## src/hdl/binomial_3x3_image_smoother_top_defines.svh

```systemverilog
// assertion macros shared by the smoother rtl
`ifndef BINOMIAL_3X3_IMAGE_SMOOTHER_TOP_DEFINES_SVH
`define BINOMIAL_3X3_IMAGE_SMOOTHER_TOP_DEFINES_SVH

// same-cycle implication, checked out of reset
`define BIS_ASSERT_NOW(label, cond, prop, msg) \
    label: assert property (@(posedge i_clk) disable iff (!i_rst_n) (cond) |-> (prop)) \
        else $error(msg);

// next-cycle implication, checked out of reset
`define BIS_ASSERT_NEXT(label, cond, prop, msg) \
    label: assert property (@(posedge i_clk) disable iff (!i_rst_n) (cond) |=> (prop)) \
        else $error(msg);

`endif

```

## src/hdl/bis_pkg.sv

```systemverilog
package bis_pkg;

    localparam int MAX_WIDTH    = 1024;
    localparam int PIXEL_BITS   = 16;
    localparam int HEIGHT_LIMIT = 1024;
    localparam int IDX_W        = $clog2(MAX_WIDTH);
    localparam int ROW_W        = $clog2(HEIGHT_LIMIT);
    localparam int SUM_W        = PIXEL_BITS + 2;
    localparam int OUT_W        = 20;
    localparam int CFG_W        = 11;
    localparam int CFG_IDX_W    = 1;
    localparam int Q_DEPTH      = 4;
    localparam int Q_PTR_W      = $clog2(Q_DEPTH);
    localparam int Q_CNT_W      = Q_PTR_W + 1;

    localparam logic [CFG_W-1:0] WIDTH_RESET  = 11'd640;
    localparam logic [CFG_W-1:0] HEIGHT_RESET = 11'd480;

    localparam logic [CFG_IDX_W-1:0] REG_FRAME_WIDTH  = 1'd0;
    localparam logic [CFG_IDX_W-1:0] REG_FRAME_HEIGHT = 1'd1;

    localparam logic KIND_PIXEL = 1'b0;
    localparam logic KIND_DRAIN = 1'b1;

    typedef enum logic [1:0] {
        OP_FIRST,
        OP_BODY,
        OP_DRAIN
    } t_op_kind;

    typedef struct packed {
        logic                  kind;
        logic [PIXEL_BITS-1:0] pixel;
    } t_in_word;

    typedef struct packed {
        logic [OUT_W-1:0] smoothed;
        logic             end_of_row;
        logic             end_of_frame;
    } t_out_word;

    typedef struct packed {
        t_op_kind         kind;
        logic [IDX_W-1:0] idx;
        logic [SUM_W-1:0] hs;
        logic             eor;
        logic             eof;
    } t_op;

    typedef struct packed {
        logic a_valid;
        t_op  a;
        logic b_valid;
        t_op  b;
    } t_push;

endpackage

```

## src/hdl/bis_queue.sv

```systemverilog
`include "binomial_3x3_image_smoother_top_defines.svh"

module bis_queue (
    input  logic           i_clk,
    input  logic           i_rst_n,
    input  bis_pkg::t_push i_push,
    input  logic           i_pop,
    output logic           o_space,
    output logic           o_head_valid,
    output bis_pkg::t_op   o_head
);
    import bis_pkg::*;

    t_op                r_mem [Q_DEPTH];
    logic [Q_PTR_W-1:0] r_wp, n_wp, r_rp, n_rp;
    logic [Q_CNT_W-1:0] r_count, n_count;

    always_comb begin
        o_space      = (r_count <= Q_CNT_W'(Q_DEPTH - 2));
        o_head_valid = (r_count != '0);
        o_head       = r_mem[r_rp];
        n_wp    = r_wp + Q_PTR_W'(i_push.a_valid) + Q_PTR_W'(i_push.b_valid);
        n_rp    = r_rp + Q_PTR_W'(i_pop);
        n_count = r_count + Q_CNT_W'(i_push.a_valid) + Q_CNT_W'(i_push.b_valid)
                  - Q_CNT_W'(i_pop);
    end

    always_ff @(posedge i_clk) begin
        if (i_push.a_valid) begin
            r_mem[r_wp] <= i_push.a;
        end
        if (i_push.b_valid) begin
            r_mem[r_wp + Q_PTR_W'(1)] <= i_push.b;
        end
    end

    always_ff @(posedge i_clk) begin
        if (!i_rst_n) begin
            r_wp    <= '0;
            r_rp    <= '0;
            r_count <= '0;
        end else begin
            r_wp    <= n_wp;
            r_rp    <= n_rp;
            r_count <= n_count;
        end
    end

    `BIS_ASSERT_NOW(a_q_bound, 1'b1, r_count <= Q_CNT_W'(Q_DEPTH), "queue count over depth")
    `BIS_ASSERT_NOW(a_q_pop_nonempty, i_pop, r_count != '0, "pop from empty queue")
    `BIS_ASSERT_NOW(a_q_push_room, i_push.a_valid, r_count <= Q_CNT_W'(Q_DEPTH - 2), "push without room for two")

endmodule

```

## config.mk

```make
export PLATFORM = sky130hd
export DESIGN_NAME = bis_queue
export DESIGN_NICKNAME = d
export VERILOG_FILES = /design/src/hdl/bis_pkg.sv /design/src/hdl/bis_queue.sv
export VERILOG_INCLUDE_DIRS = /design/src /design/src/hdl
export SDC_FILE = /design/constraint.sdc
export NUM_CORES = 1
export LEC_CHECK = 0
export BUFFER_PORTS_ARGS = -buffer_cell sky130_fd_sc_hd__buf_2
export CAP_MARGIN = 20
export CORE_UTILIZATION = 25
export DETAILED_ROUTE_END_ITERATION = 12
export GPL_TIMING_DRIVEN = 0
export PLACE_DENSITY_LB_ADDON = 0.12
export REMOVE_ABC_BUFFERS = 1
export SYNTH_ARGS = -nofsm -noshare
export SYNTH_HDL_FRONTEND = slang
export SYNTH_SLANG_ARGS = --single-unit
```

## constraint.sdc

```tcl
create_clock -name i_clk -period 3.95 [get_ports i_clk]
set_input_delay 0.1975 -clock i_clk [delete_from_list [all_inputs] [get_ports i_clk]]
set_output_delay 0.1975 -clock i_clk [all_outputs]
set_load 0.02 [all_outputs]
```

==> Yosys cells after proc, flatten, opt, wreduce, memory -nomap -nowiden <==
Memories as Yosys holds them, arrays and structs flattened. A register that Yosys moved wholly into a read port is not among the register bits.
Cells that the tools add are included.
{ "classes": {"addsub": 7, "magnitude_cmp": 1, "muxes": 5, "n_reduce_logical": 1} }
{ "ops": {"columns": ["cell", "count"], "rows": [
  ["$add A2 B1 Y2", 3],
  ["$add A3 B1 Y3", 2],
  ["$mux W1", 4],
  ["$le A3 B2 Y1 const B", 1],
  ["$reduce_bool A3 Y1", 1],
  ["$sub A3 B1 Y3", 1],
  ["$add A2 B1 Y2 const B", 1],
  ["$mux W2", 1]
]} }
{ "totals": {"ff_bits": 7, "ram_bits": 128, "inputBits": 69, "output_inout_bits": 34, "elab_cells": 18, "n_memories": 1} }
{ "mem_list": {"columns": ["name", "words", "word_bits", "read_ports", "rd_clocked_by_memory_dff", "wr", "line", "source"], "rows": [
  ["r_mem", 4, 32, 1, 1, 2, "bis_queue.sv:14", "t_op r_mem [Q_DEPTH];"]
]} }

==> Logic depth before layout (Yosys ltp) <==
{ "logic_depth": {"ltp_word": 3, "depth_mapped": 7, "ltp_nobuf": 7} }

==> Least setup slack after synthesis <==
OpenSTA, ideal clock, no wires.
{ "synth_timing": {"kind": "reg-to-reg", "from": "reg r_wp[0]", "to": "mem r_mem[2][0] (netlist name) (enable)", "setup_time_ps": 466, "t_arrival_ps": 2890, "required_ps": 3484, "slack_ps": 594, "path_stages_with_launch": 4, "n_path_buf": 1, "synth_period_minus_slack_ps": 3356, "cell_sequence": "dfxtp_1 > buf_2 > nand2b_1 > o21ai_0"} }
{ "synth_lines": {"columns": ["item", "line", "source"], "rows": [
  ["start, declared", "bis_queue.sv:15", "logic [Q_PTR_W-1:0] r_wp, n_wp, r_rp, n_rp;"],
  ["start signal, assigned", "bis_queue.sv:43", "r_wp <= n_wp;"],
  ["end, declared", "bis_queue.sv:14", null]
]} }

==> results.toml <==
[outcome]
status = "finished clean"

[worst_setup_path]
critPathKind = "flop to flop"
start_kind = "flop"
critical_path_arrival_ns = 2.54
critPathMaxStageDelay_ns = 0.80
cp_slowest_cell = "nand3b_1"
crit_family = "simple AND/OR/NAND/NOR gates"
crit_buf_inv = 1
cp_max_fo = 17
cp-end-kind = "flop"
cp.required_ns = 4.07
crit_chain = "nand3b_1 -> o21ai_4 -> buf_12"

[routing]
dr_wl_met2_mm = 8.129
vias = 3669
maxUsedRoutingLayer = "met5"
wl_per_cell_um = 20.61
route.detailed.drc = 0
firstDrtPassIters = 4
antenna_left = 0
wl_met1_mm = 7.532
wl_met3_um = 816
drt-initial-drc-count = 164
drt-vias-per-instance = 4.541
routed_wl_mm = 16.65

[clock_network]
cts_made_buffers = 17
cts_tree = "done"
post_cts_resized = 0
clkSinkCount = 135
htreeDepth = 4
insertion_delay_ns = 0.42
cts_root_buffer = "clkbuf_16"
clock_path_buffers = 2
clk_pin_slew_ns = 0.06
post_cts_buffers = 0
holdBufCountCts = 0

[power_and_ir_drop]
comb_power_share = 0.200
switchingPower_mw = 1.174
internal_power_mw = 3.121
power_frac_clock = 0.365
swShare = 0.2733
p_leak_nw = 2.886
ir_worst_vdd_v = 0.0002625
seq_power_share = 0.436
p_per_area_nw_per_um2 = 522.8

[floorplanning]
core_sq_um = 25400
initial_core_util = 0.2576
fp-row-count = 58
boundaryPins = 103
dieHeight_um = 163.8
die_x_um = 163.8
die_area_sq_um = 26820

[finish]
fin_area_sq_um = 8214
nNetsFinal = 539
drive_above_1_share = 0.6520
area_delta_synth_final_pct = 25.55
fin_util = 0.3234

[grt]
grt_pass1_vias = 3928
grt_use_total = 0.1305
grt_pass1_wl_mm = 24.51
grt_overflow_total = 0
grt_antenna_before_repair = 3
grt_max_degree = 34

[synthesis]
synthTopCellsByArea = "edfxtp_1, mux2_2, mux4_2"
synthesis.area_sq_um = 6543
syn_avg_cell_area_sq_um = 18.59
ys_seq_elements = 135
yosysSeqAreaShare = 0.6089
synth-edff-count = 128
yosysUniqueCellTypes = 24
yosysWarnings = 0
synth_most_common_cell = "edfxtp_1"
yosys.area.top_type = "edfxtp_1"
synth_ff_type = "edfxtp_1"
synth_top_cell_area_share = 0.5875
synth-async-reset-ratio = 0
synthCells = 352
netlist_top_cells_count = "edfxtp_1, mux2_2, mux4_2"

[sta]
whs_ns = 0.09190
fin_crit_ns = 2.429
rsz0062_at_grt = "no"
final_hold_viol_count = 0
fin_crit_sh = 0.6149
finClkSkew_ns = 0.007929
worst_slew_pin_slew_ns = 0.9474
max_slew_margin = 0.3665
setup_ws_ns = 1.521
max_freq_mhz = 411.7
slew_viol_final = 0
tns_ns = 0
setup_viol = 0

[placement]
gp_congestion = 0.6674
pre_cts_slack_ns = 1.417
place_area_sq_um = 7632
io_buffer_count = 102
dp_hpwl_mm = 10.47

[job]
maxCapViolations = 0

[worst_hold_path]
worstHoldPathType = "primary input to flop"
[final cells by class]
class	count	area, sq um
diodes	1	2.502
well taps	330	412.9
repair buffers	115	748.2
multi-input cells	189	2460
flip-flops and latches	135	3989
fillers	2505	17190
clock inverters	15	153.9
clock buffers	17	425.4
inverters	6	22.52
[metrics by stage]
stage          std cells  power (mW)
2_1_floorplan        330       2.404
3_3_place_gp         762       2.735
3_5_place_dp         775       2.786
4_1_cts              807       4.363
5_1_grt              808       4.485
6_report             808       4.294
[registers in the layout (all words and copies together) (netlist names)]
register  count
r_mem       128
r_count       3
r_rp          2
r_wp          2
[metal layers]
layer / up-vias / global-route usage
li1: 1650 / -
met1: 1901 / 0.1658
met2: 97 / 0.2142
met3: 19 / 0.03990
met4: 2 / 0.03535
met5: - / 0
[final timing paths]
path	start	end	slack [ns]	cells after the start
worst max-delay path	r_wp[1]$_SDFF_PN0_	r_mem[2][7]$_DFFE_PP_	1.52	3
worst min-delay path	i_rst_n	r_wp[1]$_SDFF_PN0_	0.09	2
worst max register to register	r_wp[1]$_SDFF_PN0_	r_mem[2][7]$_DFFE_PP_	1.52	3
worst min register to register	r_count[0]$_SDFF_PN0_	r_count[0]$_SDFF_PN0_	0.66	2
[power groups by stage]
stage / logic [mW] / registers, mW / clock network (mW)
final: 0.858 / 1.87 / 1.57
after global routing: 0.928 / 1.89 / 1.66
after global placement: 0.803 / 1.93 / 0
after floorplan: 0.520 / 1.88 / 0
after CTS: 0.883 / 1.88 / 1.60
after detailed placement: 0.880 / 1.91 / 0
[cell usage in the layout (no fill, tap or decap), types with 6 or more instances in the layout]
cell type / instances
and2_1: 7
buf_12: 6
buf_2: 102
buf_8: 6
clkbuf_16: 17
edfxtp_1: 128
inv_1: 6
mux2_2: 126
mux4_2: 32
[worst reg2reg max path, stage by stage (launching register included)]
cell and delay [ns]:
dfxtp_1 0.44, nand3b_1 0.80, o21ai_4 0.61, buf_12 0.27
[cell families (layout without fill, tap and decap cells)]
logic type / count (synthesis) / after routing / synth area share
muxes: 161 / 161 / 0.3320
DFF: 135 / 135 / 0.6089
buffers and inverters: 28 / 153 / 0.02161
and+or+nand+nor: 16 / 16 / 0.01587
adders and majority gates: 6 / 6 / 0.01492
AOI/OAI and AO/OA: 3 / 3 / 0.002678
xor gates and xnor gates: 3 / 3 / 0.004017
other: 0 / 1 / 0
Note: power is estimated with default switching activity, not from simulation.
