===== src/hdl/binomial_3x3_image_smoother_top_defines.svh =====
// assertion macros shared by the smoother rtl
`ifndef BINOMIAL_3X3_IMAGE_SMOOTHER_TOP_DEFINES_SVH
`define BINOMIAL_3X3_IMAGE_SMOOTHER_TOP_DEFINES_SVH

// same-cycle implication, checked out of reset
`define BIS_ASSERT_NOW(label, cond, prop, msg) \
    label: assert property (@(posedge i_clk) disable iff (!i_rst_n) (cond) |-> (prop)) \
        else $error(msg);

// next-cycle implication, checked out of reset
`define BIS_ASSERT_NEXT(label, cond, prop, msg) \
    label: assert property (@(posedge i_clk) disable iff (!i_rst_n) (cond) |=> (prop)) \
        else $error(msg);

`endif


===== src/hdl/bis_pkg.sv =====
package bis_pkg;

    localparam int MAX_WIDTH    = 1024;
    localparam int PIXEL_BITS   = 16;
    localparam int HEIGHT_LIMIT = 1024;
    localparam int IDX_W        = $clog2(MAX_WIDTH);
    localparam int ROW_W        = $clog2(HEIGHT_LIMIT);
    localparam int SUM_W        = PIXEL_BITS + 2;
    localparam int OUT_W        = 20;
    localparam int CFG_W        = 11;
    localparam int CFG_IDX_W    = 1;
    localparam int Q_DEPTH      = 4;
    localparam int Q_PTR_W      = $clog2(Q_DEPTH);
    localparam int Q_CNT_W      = Q_PTR_W + 1;

    localparam logic [CFG_W-1:0] WIDTH_RESET  = 11'd640;
    localparam logic [CFG_W-1:0] HEIGHT_RESET = 11'd480;

    localparam logic [CFG_IDX_W-1:0] REG_FRAME_WIDTH  = 1'd0;
    localparam logic [CFG_IDX_W-1:0] REG_FRAME_HEIGHT = 1'd1;

    localparam logic KIND_PIXEL = 1'b0;
    localparam logic KIND_DRAIN = 1'b1;

    typedef enum logic [1:0] {
        OP_FIRST,
        OP_BODY,
        OP_DRAIN
    } t_op_kind;

    typedef struct packed {
        logic                  kind;
        logic [PIXEL_BITS-1:0] pixel;
    } t_in_word;

    typedef struct packed {
        logic [OUT_W-1:0] smoothed;
        logic             end_of_row;
        logic             end_of_frame;
    } t_out_word;

    typedef struct packed {
        t_op_kind         kind;
        logic [IDX_W-1:0] idx;
        logic [SUM_W-1:0] hs;
        logic             eor;
        logic             eof;
    } t_op;

    typedef struct packed {
        logic a_valid;
        t_op  a;
        logic b_valid;
        t_op  b;
    } t_push;

endpackage


===== src/hdl/bis_front.sv =====
`include "binomial_3x3_image_smoother_top_defines.svh"

module bis_front (
    input  logic                                i_clk,
    input  logic                                i_rst_n,
    input  logic                                i_cfg_we,
    input  logic [bis_pkg::CFG_IDX_W-1:0]       i_cfg_idx,
    input  logic [bis_pkg::CFG_W-1:0]           i_cfg_data,
    input  logic                                i_in_valid,
    input  bis_pkg::t_in_word                   i_in_word,
    input  logic                                i_space,
    output logic                                o_in_ready,
    output bis_pkg::t_push                      o_push
);
    import bis_pkg::*;

    logic [CFG_W-1:0]      r_frame_width, r_frame_height;
    logic [PIXEL_BITS-1:0] r_left, n_left, r_center, n_center;
    logic [IDX_W-1:0]      r_col, n_col;
    logic [ROW_W-1:0]      r_row, n_row;
    logic                  r_draining, n_draining;

    logic [CFG_W-1:0]      w_eff, h_eff, w_last, h_last;
    logic [IDX_W-1:0]      c;
    logic [ROW_W-1:0]      y;
    logic                  c_last, y_last, accept, is_pix;
    logic                  drain_op, pix_ignored;
    logic [SUM_W-1:0]      hs0, hs1;
    t_op_kind              body_kind;
    t_op                   op0, op1, op_d;
    logic                  op0_v, op1_v;

    always_ff @(posedge i_clk) begin
        if (!i_rst_n) begin
            r_frame_width  <= WIDTH_RESET;
            r_frame_height <= HEIGHT_RESET;
        end else if (i_cfg_we) begin
            case (i_cfg_idx)
                REG_FRAME_WIDTH:  r_frame_width  <= i_cfg_data;
                REG_FRAME_HEIGHT: r_frame_height <= i_cfg_data;
                default: ;
            endcase
        end
    end

    always_comb begin
        if (r_frame_width < CFG_W'(2)) begin
            w_eff = CFG_W'(2);
        end else if (r_frame_width > CFG_W'(MAX_WIDTH)) begin
            w_eff = CFG_W'(MAX_WIDTH);
        end else begin
            w_eff = r_frame_width;
        end
        if (r_frame_height < CFG_W'(2)) begin
            h_eff = CFG_W'(2);
        end else if (r_frame_height > CFG_W'(HEIGHT_LIMIT)) begin
            h_eff = CFG_W'(HEIGHT_LIMIT);
        end else begin
            h_eff = r_frame_height;
        end
        w_last = w_eff - CFG_W'(1);
        h_last = h_eff - CFG_W'(1);
    end

    always_comb begin
        c = (CFG_W'(r_col) > w_last) ? w_last[IDX_W-1:0] : r_col;
        y = (CFG_W'(r_row) > h_last) ? h_last[ROW_W-1:0] : r_row;
        c_last = (CFG_W'(c) == w_last);
        y_last = (CFG_W'(y) == h_last);
        accept = i_in_valid && o_in_ready;
        is_pix = (i_in_word.kind == KIND_PIXEL);
        drain_op    = accept && !is_pix && r_draining;
        pix_ignored = accept && is_pix && r_draining;
    end

    // horizontal sums with the left and right edges replicated
    always_comb begin
        if (c == IDX_W'(1)) begin
            hs0 = SUM_W'(r_center) + (SUM_W'(r_center) << 1) + SUM_W'(i_in_word.pixel);
        end else begin
            hs0 = SUM_W'(r_left) + (SUM_W'(r_center) << 1) + SUM_W'(i_in_word.pixel);
        end
        hs1 = SUM_W'(r_center) + (SUM_W'(i_in_word.pixel) << 1) + SUM_W'(i_in_word.pixel);
        body_kind = (y == ROW_W'(0)) ? OP_FIRST : OP_BODY;

        op0.kind = body_kind;
        op0.idx  = c - IDX_W'(1);
        op0.hs   = hs0;
        op0.eor  = 1'b0;
        op0.eof  = 1'b0;

        op1.kind = body_kind;
        op1.idx  = c;
        op1.hs   = hs1;
        op1.eor  = 1'b1;
        op1.eof  = 1'b0;

        op_d.kind = OP_DRAIN;
        op_d.idx  = c;
        op_d.hs   = '0;
        op_d.eor  = c_last;
        op_d.eof  = c_last;

        op0_v = accept && is_pix && !r_draining && (c != IDX_W'(0));
        op1_v = accept && is_pix && !r_draining && c_last;
    end

    always_comb begin
        o_in_ready     = i_space;
        o_push.a_valid = 1'b0;
        o_push.a       = op0;
        o_push.b_valid = op0_v && op1_v;
        o_push.b       = op1;
        if (accept && !is_pix && r_draining) begin
            o_push.a_valid = 1'b1;
            o_push.a       = op_d;
        end else if (op0_v) begin
            o_push.a_valid = 1'b1;
        end else if (op1_v) begin
            o_push.a_valid = 1'b1;
            o_push.a       = op1;
        end
    end

    always_comb begin
        n_left     = r_left;
        n_center   = r_center;
        n_col      = r_col;
        n_row      = r_row;
        n_draining = r_draining;
        if (accept && !is_pix && r_draining) begin
            if (c_last) begin
                n_draining = 1'b0;
                n_col      = '0;
                n_row      = '0;
            end else begin
                n_col = c + IDX_W'(1);
            end
        end else if (accept && is_pix && !r_draining) begin
            n_left   = r_center;
            n_center = i_in_word.pixel;
            if (c_last) begin
                n_col = '0;
                if (y_last) begin
                    n_row      = '0;
                    n_draining = 1'b1;
                end else begin
                    n_row = y + ROW_W'(1);
                end
            end else begin
                n_col = c + IDX_W'(1);
                n_row = y;
            end
        end
    end

    always_ff @(posedge i_clk) begin
        if (!i_rst_n) begin
            r_left     <= '0;
            r_center   <= '0;
            r_col      <= '0;
            r_row      <= '0;
            r_draining <= 1'b0;
        end else begin
            r_left     <= n_left;
            r_center   <= n_center;
            r_col      <= n_col;
            r_row      <= n_row;
            r_draining <= n_draining;
        end
    end

    `BIS_ASSERT_NOW(a_pair_ordered, o_push.b_valid, o_push.a_valid, "second op without first")
    `BIS_ASSERT_NOW(a_drain_single, drain_op, !o_push.b_valid, "drain tick produced two ops")
    `BIS_ASSERT_NOW(a_pix_drain_quiet, pix_ignored, !o_push.a_valid, "op from pixel in drain")

endmodule


===== config.mk =====
export PLATFORM = sky130hd
export DESIGN_NAME = bis_front
export DESIGN_NICKNAME = d
export VERILOG_FILES = /design/src/hdl/bis_pkg.sv /design/src/hdl/bis_front.sv
export VERILOG_INCLUDE_DIRS = /design/src /design/src/hdl
export SDC_FILE = /design/constraint.sdc
export NUM_CORES = 1
export LEC_CHECK = 0
export BUFFER_PORTS_ARGS = -buffer_cell sky130_fd_sc_hd__buf_2
export CORE_MARGIN = 5
export CORE_UTILIZATION = 40
export CTS_CLUSTER_DIAMETER = 200
export DETAILED_ROUTE_END_ITERATION = 10
export PLACE_DENSITY = 0.67
export SYNTH_ARGS = -nofsm -noshare
export SYNTH_HDL_FRONTEND = slang
export SYNTH_SLANG_ARGS = --single-unit

===== constraint.sdc =====
create_clock -name i_clk -period 6.48 [get_ports i_clk]
set_input_delay 0.324 -clock i_clk [delete_from_list [all_inputs] [get_ports i_clk]]
set_output_delay 0.324 -clock i_clk [all_outputs]
set_load 0.03 [all_outputs]

-- Word-level counts from Yosys, hierarchy flattened
Cells that the tools add are included.
- register bits after elaboration: 75
- bits in latches: 0
- bits in writable memories: 0
- ROM bits: 0
- input port bits: 34
- output and inout port bits: 67
- logic and storage cells: 75
- memories: 0
- $add $sub $neg: 11
- multipliers: 0
- div/mod/pow operators: 0
- $lt $le $gt $ge: 6
- equality and inequality tests: 5
- shift-type cells: 0
- multiplexer cells: 25
- bitwise gates (word level): 3
- reductions and logical operators: 18
- operators with widths (operator ; number):
    10-bit two-way mux ; 10
    33-bit two-way mux ; 2
    16-bit by 17-bit adder with 18-bit output ; 3
    18-bit by 16-bit adder with 18-bit output ; 3
    11-bit two-way mux ; 4
    32-bit two-way mux ; 1
    10-bit by 11-bit equality test with 1-bit output ; 2
    10-bit by 11-bit > comparator with 1-bit output ; 2
    11-bit > comparator, second input constant ; 2
    11-bit by 2-bit < comparator with 1-bit output, second input constant ; 2
    11-bit by 1-bit subtractor with 11-bit output, second input constant ; 2
    10-bit by 1-bit adder with 10-bit output, second input constant ; 2
    18-bit two-way mux ; 1
    10-bit by 1-bit equality test with 1-bit output, second input constant ; 1
    10-bit zero test ; 1
    10-bit nonzero test ; 1
    10-bit by 1-bit subtractor with 10-bit output, second input constant ; 1
    1-bit logical AND ; 8
    2-bit AND reduction ; 4
    1-bit two-way mux ; 7
    2-bit inequality test, second input constant ; 2
    4-bit AND reduction ; 1
    2-bit nonzero test ; 2
    1-bit inverter ; 3
    1-bit zero test ; 1

-- Depth between registers and ports, before layout
- depth after elaboration: 11
- gate-level depth with buffers: 29
- gate-level depth less buffers: 25

-- Worst setup path after synthesis
OpenSTA, ideal clock, no wires.
- kind: reg2out
- start point: reg r_frame_width[2]
- end point: out o_push[52] (netlist name)
- arrival: 6.095 ns
- required time: 6.156 ns
- slack: 0.061 ns
- cell stages (with the launch flop): 28
- buffers on the path: 4
- cells stage by stage: dfxtp_1 > clkbuf_1 > nor3_1 > a311oi_1 > inv_1 > ha_1 > clkbuf_1 > nor4bb_1 > o21ai_0 > and2_1 > inv_1 > ha_1 > inv_1 > a211oi_1 > o31a_1 > nor4_1 > a31o_2 > o211ai_2 > buf_4 > nand2_1 > buf_2 > nor2_1 > a21oi_1 > ha_1 > inv_1 > or4b_4 > o2111a_1 > nor4_1
- RTL lines (element ; RTL line ; RTL):
    start, declared ; bis_front.sv:17 ; logic [CFG_W-1:0] r_frame_width, r_frame_height;
    start signal, assigned ; bis_front.sv:39 ; REG_FRAME_WIDTH: r_frame_width <= i_cfg_data;
    end, declared ; bis_front.sv:13 ; output bis_pkg::t_push o_push

==> impl.org <==
** Outcome
- The flow ran to the end, and the final reports show no timing, DRC or antenna violations.

** Detailed routing
- Dividing the detail-routed via count by the number of cells gives 5.72.
- Detailed router's first-iteration violation count :: 475
- In the routed design, unresolved DRC markers number 0.
- After detailed routing, the total wire length is 25,400 microns.
- Residual antenna-violating net count after detailed routing :: 0
- Wire length per cell after detailed routing :: 17.1 microns
- Count of vias placed by the detailed router :: 8,487
- Count of TritonRoute iterations in the first routing pass :: 5

** Logic synthesis
- The cell area that synthesis handed to floorplanning was 8930 sq um.
- Synth Area per Inst :: 7.96 sq um
- During synthesis, Yosys emitted a total of 0 warnings.
- Synthesis-stage register bit count :: 75
- Main synth FF type :: sky130_fd_sc_hd__dfxtp_1
- Distinct cell type count of the synthesized netlist :: 79
- EDFF count, synth :: 0
- Sequential elements use 16.8% of the synthesized area.
- In the synthesized netlist, the number of instances is 1,121.
- Counting flops with an async set or reset pin after synthesis yields a share of 0%.

** Critical path
- For the worst setup path, the data required time is 6.16 ns.
- Type of the setup path with the least slack :: flop to primary output
- Worst setup SP type :: flop
- Arrival time reported for the critical path endpoint :: 5.70 ns
- In this run the worst path has a maximum fanout of 10.
- Setup crit end kind :: primary output

** Layout
- Post-route insts no fill :: 1,484
- Compared with the post-synthesis result, the final layout area differs by 12.8%.
- Register area :: 1500 sq um
- Share of post-route cells with drive strength above 1 :: 15.0%
- After filler insertion, the fill cell instance count of the layout stands at 2,141.
- Number of nets in the layout :: 1,355
- Footprint of the multi-input gates :: 7020 sq um
- Diodes inserted :: 0

** STA
- Hold Violations, Final :: 0
- Setup total negative slack on the finished layout was measured at 0 ns.
- Static timing analysis puts the maximum clock frequency at 166 MHz.
- Setup violations remaining at the end of the flow were counted as 0.
- Maximum clock skew at final layout :: 0.00980 ns
- Max-slew violation count :: 0
- Crit path time final :: 6.02 ns
- At the pin with the least slew margin, the transition time is 0.807 ns.
- Setup repair after global routing missed its margin :: false
- Tightest slew margin relative to the limit :: 45.7%
- The worst path uses 92.9% of the clock period.

** Placed design
- Total instance count after detailed placement :: 1,468
- The congestion estimate from routability-driven global placement came to 0.942.
- Port buffering added 97 buffers.
- Detailed-placement wirelength estimate :: 19,900 microns

** Global route
- The first global-routing pass estimated 41,600 microns of wire.
- Global Route Usage Sum :: 19.4%
- For this run the aggregate overflow at the end of global routing stands at 0.
- Number of global-route vias before repair :: 8,214
- Pin count of the biggest net entering global routing :: 73
- The initial antenna violation count came to 0.

** Clocking
- Root cell of the clock tree :: sky130_fd_sc_hd__clkbuf_16
- TritonCTS built the clock tree.
- The H-tree was split into 3 levels.
- The longest clock path from root to sink contains 2 buffers.
- Post-CTS setup buffer count :: 0
- At the later pin of the worst-skew pair, clock insertion delay measures 0.35 ns.
- Num CTS Buffers :: 9
- Hold repair after CTS inserted 0 buffers.
- Clock sink count :: 75
- Clock-pin slew was measured on the worst setup and hold paths at 0.06 ns.

** Pwr
- The internal power of the cells totals 1.06 mW.
- The share of total power dissipated in the clock network is 31.9%.
- Net switching fraction of the power :: 38.8%
- IR analysis of the VDD net gives a maximum drop of 0.138 mV.
- The share of total power dissipated in combinational logic is 39.6%.
- Reg power frac :: 28.4%
- Power per unit of standard cell area :: 173 nW/um^2
- Leak :: 4.50 nW
- Switch Pwr :: 0.673 mW

** Floorplanning
- Area of the die :: 25,400 sq um
- Area of the core :: 21,900 sq um
- Die outline width :: 159 microns
- Once the floorplan was initialized, standard cells occupied 40.8% of the core.
- Measured along the y axis, the die boundary spans 159 microns.
- Boundary pin count :: 101
- Number of placement rows :: 54

** Hold path
- Worst hold path type :: primary input to flop

** Flow run
- Number of maximum-capacitance constraint violations :: 0
[cell usage in the layout (no fill, tap or decap), types with 40 or more instances in the layout]
cell type                  count
sky130_fd_sc_hd__buf_2        97
sky130_fd_sc_hd__nor3_1       45
sky130_fd_sc_hd__a21boi_0     54
sky130_fd_sc_hd__nor2_1       48
sky130_fd_sc_hd__a21oi_1      58
sky130_fd_sc_hd__inv_1        49
sky130_fd_sc_hd__ha_1         73
sky130_fd_sc_hd__dfxtp_1      75
sky130_fd_sc_hd__nand2_1     155
sky130_fd_sc_hd__xnor2_1      60
sky130_fd_sc_hd__fa_1         48
sky130_fd_sc_hd__nand3_1      40
[final cells by class]
| class | instances | share of cell area [%] |
|---|---|---|
| clock inverters | 6 | 0.895 |
| flip-flops and latches | 75 | 14.9 |
| clock buffers | 10 | 2.27 |
| inverters | 50 | 1.86 |
| multi-input cells | 939 | 69.7 |
| repair buffers | 124 | 6.84 |
| well taps | 280 | 3.48 |
[final timing paths]
path | from | end | depth (start not counted) | slack (ns)
worst max-delay path | r_frame_width[8]$_SDFFE_PN0P_ | o_push[45] | 25 | 0.46
worst min-delay path | i_cfg_data[7] | r_frame_height[7]$_SDFFE_PN1P_ | 3 | 0.23
worst max register to register | r_frame_width[8]$_SDFFE_PN0P_ | r_col[8]$_SDFFE_PN0P_ | 25 | 0.69
worst min register to register | r_left[0]$_SDFFE_PN0P_ | r_left[0]$_SDFFE_PN0P_ | 2 | 0.49
[layer usage]
layer | track usage (%) | vias up | share of wire (%)
met5 | 0 | - | 0
met4 | 5.04 | 0 | 1.9
met3 | 3.81 | 38 | 5.1
met2 | 32.3 | 208 | 48
met1 | 25.9 | 4063 | 46
li1 | - | 4178 | -
[sequential cells by signal (all words and copies together), names as in the netlist]
| signal | flops |
|---|---|
| r_col | 10 |
| r_frame_height | 11 |
| r_draining | 1 |
| r_frame_width | 11 |
| r_left | 16 |
| r_row | 10 |
| r_center | 16 |
[repair_timing]
action                                  CTS  global route
gates resized for setup                   0             9
hold endpoints to repair                  0             0
endpoints found under the setup margin    0            24
[synth_stat cells, types with 8 or more instances]
cell | instances | area, sq um
sky130_fd_sc_hd__a21o_1 | 13 | 97.6
sky130_fd_sc_hd__o21ai_0 | 35 | 175
sky130_fd_sc_hd__dfxtp_1 | 75 | 1500
sky130_fd_sc_hd__or3_1 | 14 | 87.6
sky130_fd_sc_hd__nor2_1 | 48 | 180
sky130_fd_sc_hd__a21boi_0 | 54 | 405
sky130_fd_sc_hd__nand2b_1 | 9 | 56.3
sky130_fd_sc_hd__fa_1 | 48 | 961
sky130_fd_sc_hd__nand2_1 | 156 | 586
sky130_fd_sc_hd__and2_1 | 9 | 56.3
sky130_fd_sc_hd__nor4_1 | 16 | 100
sky130_fd_sc_hd__nand4_1 | 13 | 81.3
sky130_fd_sc_hd__ha_1 | 74 | 926
sky130_fd_sc_hd__a31oi_1 | 8 | 50.1
sky130_fd_sc_hd__and3_1 | 15 | 93.8
sky130_fd_sc_hd__a22o_1 | 8 | 70.1
sky130_fd_sc_hd__clkbuf_1 | 41 | 154
sky130_fd_sc_hd__nand3_1 | 40 | 200
sky130_fd_sc_hd__nor2b_1 | 17 | 106
sky130_fd_sc_hd__o31ai_1 | 17 | 128
sky130_fd_sc_hd__o211ai_1 | 14 | 105
sky130_fd_sc_hd__nor3_1 | 46 | 230
sky130_fd_sc_hd__a21oi_1 | 60 | 300
sky130_fd_sc_hd__xnor2_1 | 60 | 526
sky130_fd_sc_hd__inv_1 | 49 | 184
sky130_fd_sc_hd__xor2_1 | 17 | 149
sky130_fd_sc_hd__mux2i_1 | 30 | 300
[logic make-up (layout without fill, tap and decap cells)]
logic type,after synthesis,count (layout),share of synthesized area (%)
AO/OA/AOI/OAI,282,282,22.2
adder cells (fa/ha/maj),122,122,21.1
buffers and inverters,108,190,5.02
multiplexers,33,33,3.74
other,2,3,0.0841
AND/OR/NAND/NOR,422,422,23.4
flip-flops,75,75,16.8
XOR/XNOR,77,77,7.55
[critical path, cell delays in order, from the launching register on]
cell and delay, ns:
sky130_fd_sc_hd__dfxtp_1 0.37, sky130_fd_sc_hd__nor3_1 0.44, sky130_fd_sc_hd__a311oi_2 0.26, sky130_fd_sc_hd__inv_1 0.16, sky130_fd_sc_hd__ha_2 0.30, sky130_fd_sc_hd__nor4bb_1 0.27
sky130_fd_sc_hd__o21ai_1 0.14, sky130_fd_sc_hd__and2_1 0.23, sky130_fd_sc_hd__inv_1 0.10, sky130_fd_sc_hd__ha_1 0.17, sky130_fd_sc_hd__inv_1 0.06, sky130_fd_sc_hd__a211oi_1 0.24
sky130_fd_sc_hd__o31a_1 0.17, sky130_fd_sc_hd__nor4_1 0.05, sky130_fd_sc_hd__a31o_2 0.28, sky130_fd_sc_hd__o211a_4 0.27, sky130_fd_sc_hd__nor3_1 0.24, sky130_fd_sc_hd__a21oi_2 0.07
sky130_fd_sc_hd__buf_4 0.16, sky130_fd_sc_hd__inv_1 0.12, sky130_fd_sc_hd__ha_1 0.21, sky130_fd_sc_hd__o2111ai_2 0.15, sky130_fd_sc_hd__buf_4 0.25, sky130_fd_sc_hd__mux2_2 0.30
sky130_fd_sc_hd__a21oi_1 0.14, sky130_fd_sc_hd__buf_2 0.21
[power groups by stage]
stage | registers, mW | clock network, mW | logic, mW
2_1_floorplan | 0.493 | 0 | 0.506
3_3_place_gp | 0.503 | 0 | 0.681
3_5_place_dp | 0.503 | 0 | 0.681
4_1_cts | 0.493 | 0.566 | 0.688
5_1_grt | 0.496 | 0.584 | 0.756
6_report | 0.494 | 0.555 | 0.689
[stage by stage]
stage	worst slack, ns	utilization (%)	power [mW]	hold WS, ns	instance area [sq um]
after floorplan	0.0606	-	0.999	0.447	8930
after global placement	0.608	44.4	1.18	0.466	9710
after detailed placement	0.402	44.4	1.18	0.477	9710
after CTS	0.0532	45.8	1.75	0.222	10000
after global routing	0.0544	46.0	1.84	0.244	10100
final	0.459	46.0	1.74	0.230	10100
Note: power is estimated with default switching activity, not from simulation.
